### config.mk
export PLATFORM = sky130hd
export DESIGN_NAME = bpa_ram
export DESIGN_NICKNAME = d
export VERILOG_FILES = /design/src/rtl/core/bpa_ram.sv
export SDC_FILE = /design/constraint.sdc
export NUM_CORES = 1
export LEC_CHECK = 0
export BUFFER_PORTS_ARGS = -buffer_cell sky130_fd_sc_hd__buf_2
export CAP_MARGIN = 20
export CORE_MARGIN = 2
export CORE_UTILIZATION = 40
export CTS_CLUSTER_SIZE = 16
export DETAILED_ROUTE_END_ITERATION = 6
export SYNTH_ARGS = -nofsm -noshare
export SYNTH_HDL_FRONTEND = slang
export SYNTH_SLANG_ARGS = --single-unit
### constraint.sdc
create_clock -name clk -period 2.43 [get_ports clk]
set_input_delay 0.1215 -clock clk [delete_from_list [all_inputs] [get_ports clk]]
set_output_delay 0.1215 -clock clk [all_outputs]
set_load 0.02 [all_outputs]
### src/rtl/core/bpa_ram.sv
// Generic single-clock RAM, one write port and one registered read port.
// Stand-alone; used for the frame table of the buddy allocator.
`timescale 1ns / 1ps

module bpa_ram #(
    parameter int WIDTH = 8,
    parameter int DEPTH = 16,
    localparam int AW   = (DEPTH > 1) ? $clog2(DEPTH) : 1
) (
    input  logic             clk,
    input  logic             wr_en,
    input  logic [AW-1:0]    wr_addr,
    input  logic [WIDTH-1:0] wr_data,
    input  logic             rd_en,
    input  logic [AW-1:0]    rd_addr,
    output logic [WIDTH-1:0] rd_data
);

    logic [WIDTH-1:0] mem [DEPTH];

    always_ff @(posedge clk)
    begin
        if (wr_en)
            mem[wr_addr] <= wr_data;
        if (rd_en)
            rd_data <= mem[rd_addr];
    end

endmodule

---- Yosys cells after proc, flatten, opt, wreduce, memory -nomap -nowiden ----
Memory sizes are Yosys's and may differ from the RTL's. A register that Yosys moved wholly into a read port is not among the register bits.
Index checks and enable logic that the tools add are counted.
cells by class
  multiplexer cells ....................... 2
operators with widths
  operator           number
  two-way mux 1 bit  2
word-level totals
  flip-flop bits (word level) ............. 0
  bits in writable memories ............... 128
  input port bits ......................... 19
  logic and storage cells ................. 3
  memories ................................ 1
memory list
  memory  depth  bits a word  rd ports  clocked after Yosys merged registers in  wr ports  RTL line  RTL
  mem     16     8            1         1                                        1         19        logic [WIDTH-1:0] mem [DEPTH];

---- Depth between registers and ports, before layout ----
  depth after elaboration ................. 2
  mapped depth ............................ 5

---- Least setup slack after synthesis ----
Ideal clock, no wire load.
  path kind ............................... input -> register
  start ................................... input wr_addr[2]
  end ..................................... memory mem[0][0] (enable)
  setup time .............................. 383 ps
  arrival ................................. 1,231 ps
  data required time ...................... 2,047 ps
  path slack .............................. 816 ps
  stages on the path ...................... 2
  path buffers ............................ 0
  path through ............................ or3b_2 nor3_1
RTL lines
  element             RTL line  RTL
  start: declaration  12        input logic [AW-1:0] wr_addr,
  end: declaration    19
Straight into the memory's write port.

==> out/qor.yml <==
status: "finished clean"
ff2ff_setup_slack_ns: 0.86
routed_wl_um: 10500
seq_area_frac_synth_pct: 78.1
synth.area.top_cells: "edfxtp_1 78%, mux4_2 7.8%, mux4_1 7.0%, a22oi_1 2.3%, nor2_1 0.93%"
clk_latency_ns: 0.42
gr-total-overflow: 0
area_delta_synth_final_pct: 19.6
place.gp.congestion: 0.836
cp-startpoint: "mem[1][5]"
row_count: 41
yosysMostFrequentCell: "edfxtp_1"
synth_common_cells: "136 x edfxtp_1, 18 x mux4_2, 16 x a22oi_1"
maxCapViolations: 0
async_reset_ff_share_pct: 0
slowest_stage: "mux4_1"
numCtsBuffers: 17
finalMaxSlewViolations: 0
setup.worst_path.end: "rd_data[5]"
drtPass1Iterations: 5
worst_setup_path_start_kind: "flip-flop"
min_path_type: "in2reg"
timing.critical_path.required_ns: 2.57
hold_buffers: 0
hpwlAfterDp_um: 6890
drt_first_iter_violations: 183
n_fill_cell: 1045
hold_viol: 0
cts.sinks: 136
num_io_pins: 27
critPathMaxStageDelay_ns: 0.51
arrival_ns: 1.71
yosys.area.top_type: "edfxtp_1"
postSynthAreaPerCell_sq_um: 22.8
yosys_register_bits: 136
cts-root-buf: "clkbuf_16"
synth_edf_count: 136
syn-num-nets: 248
crit_family: "multiplexers"
die_h_um: 118
grt_use_total_pct: 16.3
drcViolationCount: 0
period_needed_ns: 1.57
yosysUniqueCellTypes: 18
ant_nets: 0
max_freq_ghz: 0.637
wire_per_inst_um: 22.2
start_util_pct: 41.3
n_antenna_cell: 0
io_buffers: 26
criticalPathCategory: "reg2reg"
post_cts_buffers: 0
power_density_nw_per_um2: 860
grt_pass1_wl_um: 16100
hold_slack_ns: 0.0911
path_cells: "mux4_1 -> a22oi_1 -> nand2_1"
vias_per_cell: 5.29
vias: 2498
grt_pass1_vias: 2633
dieArea_sq_um: 14000
reg2reg_from: "mem[1][5]"
grt_max_degree: 23
die_x_um: 118
nNetsFinal: 306
peakVddDrop_mv: 0.458
maxSlewHeadroom_pct: 45.8
yosys_warnings: 0
end_kind: "flip-flop"
antenna_found_initial: 0
crit-reg2reg-capture: "rd_data[5]"
cts_htree_levels: 4
tritoncts: "yes"
cts_max_path_buffers: 2
drive_gt1_share_pct: 31.0
path_depth: 3
worst_slew_pin_slew_ns: 0.810
finalSetupViolations: 0
synth_ff_type: "edfxtp_1"
leakage_nw: 2.12
core_sq_um: 12700
cp_num_buf_inv: 0
tns_ns: 0
yosysTopAreaCellShare_pct: 78.1
rsz0062_at_grt: "no"
r2r.worst_path.cells: 3
path_max_fanout: 1
netlist_instances: 229
finClkSkew_ns: 0.00898
synth_area_sq_um: 5230
min_period_over_period_pct: 64.6
cts.repair.resized: 0
clkSlewWorstSetupHoldPaths_ns: 0.05
[how the worst min path moves through the flow]
stage                    start    endpoint  cells past startpoint
floorplan           wr_data[0]   mem[0][0]                      0
finish                   rd_en  rd_data[6]                      1
CTS                 wr_data[0]   mem[4][0]                      1
global placement    wr_data[0]   mem[4][0]                      1
global route             rd_en  rd_data[0]                      1
detailed placement  wr_data[0]   mem[4][0]                      1
[cell families (layout without fill, tap and decap cells)]
group                  after synthesis  after routing  share of synthesized area (%)
flip-flops                         136            136                           78.1
AO/OA/AOI/OAI                       16             16                           2.30
AND/OR/NAND/NOR                     35             35                           3.14
multiplexers                        32             32                           14.8
buffers and inverters               10             81                           1.65
[per-layer routing]
layer	up-vias	GRT usage [%]	share of wire (%)
met5	-	0	0
met4	0	7.61	1.5
met3	12	4.54	5.4
met2	86	25.6	49
met1	1304	21.2	44
li1	1096	-	-
[cells in the final DEF, fill, tap and decap left out]
master      synthesis  final
a22oi_1            16     16
and2_1              1      1
and2b_1             1      1
buf_12              0      2
buf_2               3     26
buf_4               1     21
bufinv_16           0      3
clkbuf_1            0      3
clkbuf_16           0     17
clkinv_1            0      4
clkinv_2            0      4
clkinvlp_4          0      1
edfxtp_1          136    136
mux4_1             14     14
mux4_2             18     18
nand2_1             9      9
nand2b_1            2      2
nand3_1             1      1
nand3b_1            2      2
nor2_1             13     13
nor2b_1             1      1
nor3_1              4      4
or3b_2              1      1
[report_power, final]
part           total, mW  switching (mW)  internal [mW]  leakage (nW)
sequential          2.66          0.0141           2.65          1.24
combinational      0.258           0.152          0.106         0.603
clock               2.46           0.875           1.59         0.277
[worst register-to-register path, cell delays in order, from the launching register on]
cell	delay (ns)
edfxtp_1	0.36
mux4_1	0.52
a22oi_1	0.28
nand2_1	0.14
[metrics by stage]
stage	util [%]	power (mW)	setup slack, ns	cells	instance area [sq um]
2_1_floorplan	-	2.85	0.816	229	5230
5_1_grt	49.4	5.55	0.769	472	6250
6_report	49.4	5.38	0.860	472	6250
3_5_place_dp	44.9	2.97	0.415	440	5680
4_1_cts	49.4	5.43	0.844	472	6250
3_3_place_gp	44.9	2.96	0.456	440	5680
[flip-flops by register name (all words and copies together) (netlist names)]
signal,cells
mem,128
rd_data,8
[cell type report]
| type | count | area [sq um] | area share (%) |
|---|---|---|---|
| Tap cell | 172 | 215 | 3.44 |
| Timing Repair Buffer | 49 | 328 | 5.24 |
| Clock buffer | 20 | 437 | 6.98 |
| Clock inverter | 12 | 133 | 2.12 |
| Sequential cell | 136 | 4080 | 65.3 |
| Multi-Input combinational cell | 83 | 1060 | 16.9 |
Note: power is estimated with default switching activity, not from simulation.
